[src/design/csvrs_pkg.sv]
package csvrs_pkg;

    localparam int LENGTH_BITS_DEF = 24;
    localparam int RECORD_LENGTH_W = 24;
    localparam int MAX_BYTES_W     = 25;

    localparam logic [MAX_BYTES_W-1:0] MAX_BYTES_RESET = 25'd65536;

    // result kinds
    localparam logic [2:0] KIND_DATA       = 3'd0;
    localparam logic [2:0] KIND_END        = 3'd1;
    localparam logic [2:0] KIND_OVERFLOW   = 3'd2;
    localparam logic [2:0] KIND_UNCLOSED   = 3'd3;
    localparam logic [2:0] KIND_STREAM_END = 3'd4;

    // special characters
    localparam logic [7:0] CH_QUOTE = 8'h22;
    localparam logic [7:0] CH_LF    = 8'h0A;
    localparam logic [7:0] CH_CR    = 8'h0D;

    typedef struct packed {
        logic [7:0] in_byte;
        logic       end_of_input;
    } src_item_t;

    typedef struct packed {
        logic [2:0]                 kind;
        logic [7:0]                 out_byte;
        logic [RECORD_LENGTH_W-1:0] rec_len;
    } rec_item_t;

    typedef struct packed {
        logic      emit;
        rec_item_t item;
    } step_res_t;

endpackage

[src/design/csv_record_splitter_top.sv]
// csv record splitter: one stream word in, zero or one record word out
// path: input word register, then result word register, then out on rec
// throughput: one word per cycle, limited only by rec_stall back pressure
// reset: rst_n async active low clears quoting state, length and both word valid flags
// reset: the size limit returns to 65536
module csv_record_splitter_top
    import csvrs_pkg::*;
#(
    parameter int LENGTH_BITS = LENGTH_BITS_DEF
)
(
    input  logic                   clk,
    input  logic                   rst_n,
    // incoming stream words
    input  logic                   src_valid,
    output logic                   src_stall,
    input  src_item_t              src_data,
    // outgoing record words
    output logic                   rec_valid,
    input  logic                   rec_stall,
    output rec_item_t              rec_data,
    // size limit register
    input  logic                   cfg_we,
    input  logic [MAX_BYTES_W-1:0] cfg_wdata
);

    // input word register
    logic      in_valid_reg;
    src_item_t in_data_reg;

    // result word register
    logic      out_valid_reg;
    rec_item_t out_data_reg;

    step_res_t res;
    logic      advance;

    // the input word moves on whenever the result slot is free or being drained
    assign advance   = !out_valid_reg || !rec_stall;
    // only hold off the source when a word is parked and cannot move
    assign src_stall = in_valid_reg && !advance;

    always_ff @(posedge clk or negedge rst_n)
    begin
        if (!rst_n)
        begin
            in_valid_reg <= 1'b0;
        end
        else if (!src_stall)
        begin
            in_valid_reg <= src_valid;
        end
    end

    always_ff @(posedge clk)
    begin
        if (src_valid && !src_stall)
        begin
            in_data_reg <= src_data;
        end
    end

    // parser state update and result decode for the parked word
    csvrs_step #(
        .LENGTH_BITS (LENGTH_BITS)
    ) u_step (
        .clk       (clk),
        .rst_n     (rst_n),
        .cfg_we    (cfg_we),
        .cfg_wdata (cfg_wdata),
        .take      (in_valid_reg && advance),
        .item      (in_data_reg),
        .res       (res)
    );

    // words that give no result (swallowed lf) simply leave the slot empty
    always_ff @(posedge clk or negedge rst_n)
    begin
        if (!rst_n)
        begin
            out_valid_reg <= 1'b0;
        end
        else if (advance)
        begin
            out_valid_reg <= in_valid_reg && res.emit;
        end
    end

    always_ff @(posedge clk)
    begin
        if (advance && in_valid_reg && res.emit)
        begin
            out_data_reg <= res.item;
        end
    end

    assign rec_valid = out_valid_reg;
    assign rec_data  = out_data_reg;

endmodule

[src/design/csvrs_step.sv]
module csvrs_step
    import csvrs_pkg::*;
#(
    parameter int LENGTH_BITS = LENGTH_BITS_DEF
)
(
    input  logic                   clk,
    input  logic                   rst_n,
    input  logic                   cfg_we,
    input  logic [MAX_BYTES_W-1:0] cfg_wdata,
    input  logic                   take,
    input  src_item_t              item,
    output step_res_t              res
);

    // compare width covers length+2 and the limit register
    localparam int CW = (LENGTH_BITS + 2 > MAX_BYTES_W + 1) ? LENGTH_BITS + 2 : MAX_BYTES_W + 1;

    logic [MAX_BYTES_W-1:0] max_bytes_reg;
    logic                   inside_quotes_reg, inside_quotes_next;
    logic                   closing_quote_reg, closing_quote_next;
    logic                   skip_lf_reg, skip_lf_next;
    logic [LENGTH_BITS-1:0] bytes_reg, bytes_next;

    logic [CW-1:0] len_ext;
    logic [CW-1:0] len_plus2;
    logic [CW-1:0] max_ext;
    logic          fits;

    assign len_ext   = CW'(bytes_reg);
    assign len_plus2 = len_ext + CW'(2);
    assign max_ext   = CW'(max_bytes_reg);
    assign fits      = (len_plus2 <= max_ext) && (bytes_reg != {LENGTH_BITS{1'b1}});

    always_comb
    begin
        logic       do_app;
        logic       quote_set;
        logic [7:0] app_byte;
        logic [7:0] b;

        b        = item.in_byte;
        do_app   = 1'b0;
        quote_set = 1'b0;
        app_byte = b;

        inside_quotes_next = inside_quotes_reg;
        closing_quote_next = closing_quote_reg;
        skip_lf_next       = skip_lf_reg;
        bytes_next         = bytes_reg;

        res.emit          = 1'b0;
        res.item.kind     = KIND_DATA;
        res.item.out_byte = 8'd0;
        res.item.rec_len  = '0;

        if (item.end_of_input)
        begin
            res.emit           = 1'b1;
            inside_quotes_next = 1'b0;
            closing_quote_next = 1'b0;
            skip_lf_next       = 1'b0;
            bytes_next         = '0;
            if (bytes_reg == '0)
            begin
                res.item.kind = KIND_STREAM_END;
            end
            else if (inside_quotes_reg && !closing_quote_reg)
            begin
                res.item.kind = KIND_UNCLOSED;
            end
            else
            begin
                res.item.kind    = KIND_END;
                res.item.rec_len = len_ext[RECORD_LENGTH_W-1:0];
            end
        end
        else if (!(skip_lf_reg && b == CH_LF))
        begin
            skip_lf_next       = 1'b0;
            closing_quote_next = 1'b0;
            if (closing_quote_reg && b == CH_QUOTE)
            begin
                // doubled quote, second byte
                do_app = 1'b1;
            end
            else
            begin
                if (closing_quote_reg)
                begin
                    inside_quotes_next = 1'b0;
                end
                if (b == CH_QUOTE)
                begin
                    do_app    = 1'b1;
                    quote_set = 1'b1;
                end
                else if (b == CH_LF || b == CH_CR)
                begin
                    skip_lf_next = (b == CH_CR);
                    if (!inside_quotes_next)
                    begin
                        res.emit         = 1'b1;
                        res.item.kind    = KIND_END;
                        res.item.rec_len = len_ext[RECORD_LENGTH_W-1:0];
                        bytes_next       = '0;
                    end
                    else
                    begin
                        do_app   = 1'b1;
                        app_byte = CH_LF;
                    end
                end
                else
                begin
                    do_app = 1'b1;
                end
            end

            if (do_app)
            begin
                res.emit = 1'b1;
                if (fits)
                begin
                    bytes_next        = bytes_reg + LENGTH_BITS'(1);
                    res.item.out_byte = app_byte;
                    if (quote_set)
                    begin
                        if (inside_quotes_next)
                        begin
                            closing_quote_next = 1'b1;
                        end
                        else
                        begin
                            inside_quotes_next = 1'b1;
                        end
                    end
                end
                else
                begin
                    // record state dropped, pending lf skip after cr kept
                    res.item.kind      = KIND_OVERFLOW;
                    inside_quotes_next = 1'b0;
                    closing_quote_next = 1'b0;
                    bytes_next         = '0;
                end
            end
        end
        else
        begin
            // lf right after cr is swallowed
            skip_lf_next = 1'b0;
        end
    end

    always_ff @(posedge clk or negedge rst_n)
    begin
        if (!rst_n)
        begin
            max_bytes_reg     <= MAX_BYTES_RESET;
            inside_quotes_reg <= 1'b0;
            closing_quote_reg <= 1'b0;
            skip_lf_reg       <= 1'b0;
            bytes_reg         <= '0;
        end
        else
        begin
            if (cfg_we)
            begin
                max_bytes_reg <= cfg_wdata;
            end
            if (take)
            begin
                inside_quotes_reg <= inside_quotes_next;
                closing_quote_reg <= closing_quote_next;
                skip_lf_reg       <= skip_lf_next;
                bytes_reg         <= bytes_next;
            end
        end
    end

endmodule

[config.mk]
export PLATFORM = sky130hd
export DESIGN_NAME = csv_record_splitter_top
export DESIGN_NICKNAME = d
export VERILOG_FILES = /design/src/design/csvrs_pkg.sv /design/src/design/csv_record_splitter_top.sv /design/src/design/csvrs_step.sv
export SDC_FILE = /design/constraint.sdc
export NUM_CORES = 1
export LEC_CHECK = 0
export BUFFER_PORTS_ARGS = -buffer_cell sky130_fd_sc_hd__buf_4
export CORE_UTILIZATION = 55
export DETAILED_ROUTE_END_ITERATION = 8
export PLACE_DENSITY = 0.77
export REMOVE_ABC_BUFFERS = 1
export SYNTH_ARGS = -nofsm -noshare
export SYNTH_HDL_FRONTEND = slang
export SYNTH_SLANG_ARGS = --single-unit
[constraint.sdc]
create_clock -name clk -period 6.2 [get_ports clk]
set_input_delay 0.62 -clock clk [delete_from_list [all_inputs] [get_ports clk]]
set_output_delay 0.62 -clock clk [all_outputs]
set_load 0.1 [all_outputs]
; ---- After elaboration in Yosys (flattened, before gate mapping)
; Index checks and enable logic that the tools add are counted.
[word_totals]
in_bits = 39
word_cells = 109
n_memories = 0
mem_bits_ro = 0
register_bits = 98
latch_bits = 0
out_inout_bits = 37
ram_bits = 0
[classes]
div_mod_pow = 0
n_reduce_logical = 21
bitwise_logic = 2
multipliers = 0
shift = 0
n_mux = 63
addsub = 2
eq_ne = 8
order_cmp = 1
[op_table]
columns = operator, count
row1 = $mux 24, 15
row2 = $mux 8, 5
row3 = $mux 36, 1
row4 = $mux 1, 33
row5 = $le 26x25->1, 1
row6 = $add 24x2->25 const B, 1
row7 = $add 24x1->24 const B, 1
row8 = $logic_not 24->1, 1
row9 = $ne 24x24->1 const B, 1
row10 = $mux 4, 5
row11 = $eq 8x4->1 const B, 2
row12 = $mux 12, 1
row13 = $logic_and 1x1->1, 9
row14 = $ne 3x3->1 const B, 3
row15 = $eq 8x6->1 const B, 1
row16 = $mux 3, 2
row17 = $reduce_and 6->1, 1
row18 = $logic_not 1->1, 5
row19 = $reduce_or 4->1, 1
row20 = $reduce_bool 3->1, 1
row21 = $logic_or 1x1->1, 2
row22 = $mux 2, 1
row23 = $ne 2x2->1 const B, 1
row24 = $not 1->1, 2
row25 = $reduce_and 2->1, 1

; ---- Longest topological paths before layout
[logic_depth]
ltp_word = 15
mapped_depth = 16
depth_no_buf = 15

; ---- Hierarchy
; A second synthesis with hierarchy kept.
[unflattened]
cells_unflattened = 520
hier_area_um2 = 5248.8
[by_module_without_submodules]
columns = mod, seq_area_each_um2, n_inst, area_each_um2, cells_per_inst
row1 = csvrs_step, 1302.5, 1, 3828.7, 465
row2 = csv_record_splitter_top, 1371.3, 1, 1420.1, 55

; ---- Worst setup path after synthesis
; OpenSTA, ideal clock, no wires.
[synth_timing]
kind = register -> register
startpoint = register u_step.bytes_reg[1]
endpoint = register out_data_reg (netlist bit rec_data[27]) (data pin)
setup_ns = 0.255
path_stages_with_launch = 16
period_less_slack_ns = 3.960
t_arrival_ns = 3.705
required_time_ns = 5.945
path_buffers = 0
path_slack_ns = 2.240
path_cell_list = dfrtp_1 ha_1 and3_1 and3_1 nand2_1 nor4_4 nand4_1 xnor2_1 ha_1 nand4_1 or2_1 or3_1 o211ai_2 nand2_1 and3_1 and3_1
[synth_via]
elab_chain_cells = 5
elab_cells_between_ends = 6
classes_between = 1 x add/sub / 1 x order compare / 1 x eq/ne / 1 x bitwise / 2 x reduce/logical
[synth_lines]
columns = element, line_no
row1 = "start, declared", csvrs_step.sv:23  ; logic [LENGTH_BITS-1:0] bytes_reg, bytes_next;
row2 = "start signal, assigned", csvrs_step.sv:177  ; bytes_reg <= bytes_next;
row3 = $add 24x2->25, csvrs_step.sv:31  ; assign len_plus2 = len_ext + CW'(2);
row4 = $le 26x25->1, csvrs_step.sv:33  ; assign fits = (len_plus2 <= max_ext) && (bytes_reg != {LENGTH_BITS{1'b1}});
row5 = $logic_and 1x1->1 (*), csvrs_step.sv:33
row6 = $not 1->1 (no source line) (*), --
row7 = $reduce_or 4->1 (no source line) (*), --
row8 = "end signal, assigned", csv_record_splitter_top.sv:93  ; out_data_reg <= res.item;
row9 = "end, declared", csv_record_splitter_top.sv:33  ; rec_item_t out_data_reg;
; Every way passes the cells marked *; elsewhere a longest branch is shown, timed or not.
; A chain may end at the register's enable or synchronous reset.

; ---- Worst setup path after layout
[layout_timing]
startpoint = register u_step.bytes_reg[1]
endpoint = register u_step.bytes_reg[5]
[layout_via]
elab_chain_cells = 7
elab_cells_between_ends = 9
classes_between = 2 x add/sub / 1 x order compare / 1 x eq/ne / 4 x mux / 1 x reduce/logical
[layout_lines]
columns = element, line_no
row1 = $add 24x2->25, csvrs_step.sv:31
row2 = $le 26x25->1, csvrs_step.sv:33
row3 = $logic_and 1x1->1, csvrs_step.sv:33
row4 = $mux 24 (*), csvrs_step.sv:123  ; if (fits)
row5 = $mux 24 (*), csvrs_step.sv:120  ; if (do_app)
row6 = $mux 24 (*), csvrs_step.sv:78  ; else if (!(skip_lf_reg && b == CH_LF))
row7 = $mux 24 (*), csvrs_step.sv:57  ; if (item.end_of_input)
; Every way passes the cells marked *; elsewhere a longest branch is shown, timed or not. The select of a mux whose other input is x is not followed.

==> summary.md <==
| Metric | Value |
|---|---|
| Worst min-delay path class | in -> async |
| Max reg flops | 35 |
| Global-route wire length before repair | 18700 um |
| YS warnings | 0 |
| Antenna cells | 0 |
| Vias in the first global route | 3877 |
| Die height | 98.8 um |
| Most common cell after layout, fill and taps aside | buf_4 |
| Number of synthesized flops with an enable pin | 44 |
| Met3 GRT Util | 3.40% |
| Clock root cell | clkbuf_8 |
| Area growth syn-to-layout | 15.3% |
| Post-CTS sizing | 0 |
| Synth Flop Type | dfrtp_1 |
| Max-slew violation count | 0 |
| Most frequent cells in the layout | buf_4, nand2_1, dfrtp_1, edfxtp_1, and3_1 |
| Clock transition at path regs | 100 ps |
| Worst Path Arrival | 4870 ps |
| Routed WL per cell | 16.1 um |
| Gr busiest metal | met2 |
| Period utilization | 75.1% |
| Final wirelength | 10900 um |
| Post-synthesis cell area | 5160 um^2 |
| Hold_buf cts | 0 |
| Final WS setup | 1540 ps |
| Setup CP Type | reg -> reg |
| Pre-antenna DRT Iters | 5 |
| Grt met2 use | 39.5% |
| Detailed-route vias per instance | 5.83 |
| RSZ-0062 raised after global routing | false |
| CP Capture Type | flip-flop |
| Largest net degree at the start of global routing | 55 |
| # rows | 34 |
| Max Clk Rate | 215 MHz |
| Power Density | 253 nW/um^2 |
| Port bufs | 75 |
| Outcome | finished clean |
| Die area | 9770 um^2 |
| WHS | 305 ps |
| Setup Total Neg Slack | 0 ps |
| Worst-case clock buffer depth | 2 |
| Worst-Skew Late Latency | 360 ps |
| Max transition margin | 48.2% |
| Core area | 8890 um^2 |
| Setup WS pre-CTS | 1620 ps |
| Fin crit period | 4660 ps |
| LEAKAGE | 2.83 nW |
| Final setup violating endpoints | 0 |
| Via count | 3958 |
| Met1 Use GR | 32.9% |
| GRT overflow | 0 |
| Final Skew | 10.2 ps |
| Async SR Flop Fraction | 55.1% |
| Die X | 98.8 um |
| Crit Path Max Fanout | 13 |
| Final hold violations | 0 |
| Drt first-iter violations | 239 |
| Seq/Total Area, Yosys | 51.8% |
| Worst-margin pin slew | 757 ps |
| Syn_area_per_cell | 10.3 um^2 |
| Clock H-tree levels | 3 |
| DPL Wire Length | 7940 um |
| Number of buffers created by CTS | 9 |
| Initial Util | 58.0% |
| I/O pin count | 76 |
| Critical Path RT | 6410 ps |
| DRC Markers | 0 |
| Maximum vdd ir drop | 0.144 mV |
| Synth Register Bits | 98 |
| Maxcap violations | 0 |
| Buffer count from post-CTS setup fixing | 0 |
| Final nets | 633 |
| Worst setup SP type | flip-flop |
| GP Congestion | 0.948 |
| CTS tree | yes |
| GR Util All Layers | 24.1% |
| Share of layout cells above drive strength 1 | 18.4% |
| Initial antenna violation count | 0 |
| Cell count after synthesis | 503 |
| Clock sink count | 98 |
| Final ANT Viol Nets | 0 |
| Post-synthesis cell type count | 57 |
kinds of logic (layout without fill, tap and decap cells):
family                   count (synthesis)  count (layout)  synth area share [%]
AO/OA/AOI/OAI                           73              73                  9.12
adder cells (fa/ha/maj)                 29              29                  6.99
buffers and inverters                   61             129                  4.75
flip-flops                              98              98                  51.8
XOR/XNOR                                34              34                  5.77
multiplexers                             2               2                 0.437
AND/OR/NAND/NOR                        206             206                  21.1
through the flow:
stage                     total power, mW  util [%]  instance area, um^2  instances
final                                1.50      66.9                 5950        679
after detailed placement             1.13      64.8                 5760        663
after floorplan                      1.02         -                 5040        477
after global placement               1.12      64.8                 5760        663
after global routing                 1.57      66.9                 5950        679
after CTS                            1.51      66.9                 5950        679
cell type report:
| type | instances | area [um^2] |
|---|---|---|
| Clock inverter | 7 | 60.1 |
| Sequential cell | 98 | 2670 |
| Multi-Input combinational cell | 344 | 2240 |
| Inverter | 35 | 131 |
| Tap cell | 108 | 135 |
| Timing Repair Buffer | 78 | 586 |
| Fill cell | 700 | 2940 |
| Clock buffer | 9 | 124 |
cell usage after synthesis (all sizes together) (12+ instances only):
cell type | n | area share, %
edfxtp | 44 | 26
dfrtp | 53 | 26
nand2 | 60 | 4.4
inv | 35 | 2.5
clkbuf | 16 | 1.2
nand4 | 20 | 2.8
o21ai | 37 | 3.6
nor2 | 30 | 2.2
ha | 28 | 6.8
and3 | 37 | 4.5
nand3 | 17 | 1.6
xor2 | 22 | 3.7
xnor2 | 12 | 2.0
final timing paths:
check	start	end	slack, ps	depth (start not counted)
setup reg to reg	u_step.bytes_reg[1]	u_step.bytes_reg[5]	1540	15
hold / removal	rst_n	u_step.max_bytes_reg[9]	310	1
setup / recovery	u_step.bytes_reg[1]	u_step.bytes_reg[5]	1540	15
hold reg to reg	u_step.closing_quote_reg	u_step.closing_quote_reg	510	1
max in group asynchronous	rst_n	u_step.bytes_reg[3]	5440	1
min in group clk	src_data[4]	in_data_reg[4]	430	1
where the power goes:
part | switching [mW] | total, mW | internal [mW]
sequential | 0.0256 | 0.756 | 0.731
clock | 0.238 | 0.392 | 0.153
combinational | 0.270 | 0.356 | 0.0857
total | 0.534 | 1.50 | 0.970
routing by layer:
metal  share of wire (%)  up-vias
met1                  45     1872
met3                 5.2       34
li1                    -     1894
met5                   0        -
met4                 2.4        0
met2                  48      158
critical path, stage by stage, from the launching register on:
cell and delay (ps):
dfrtp_1 500, ha_1 250, and3_1 250, and3_1 240
nand2_1 180, nor4_4 510, nand4_1 220, xnor2_1 180
ha_1 330, nand4_1 120, or2_1 260, or3_1 390
o211ai_2 230, nand2_1 170, a41oi_2 570, nor2_1 120
No activity file was read; power rests on OpenSTA's default activity.
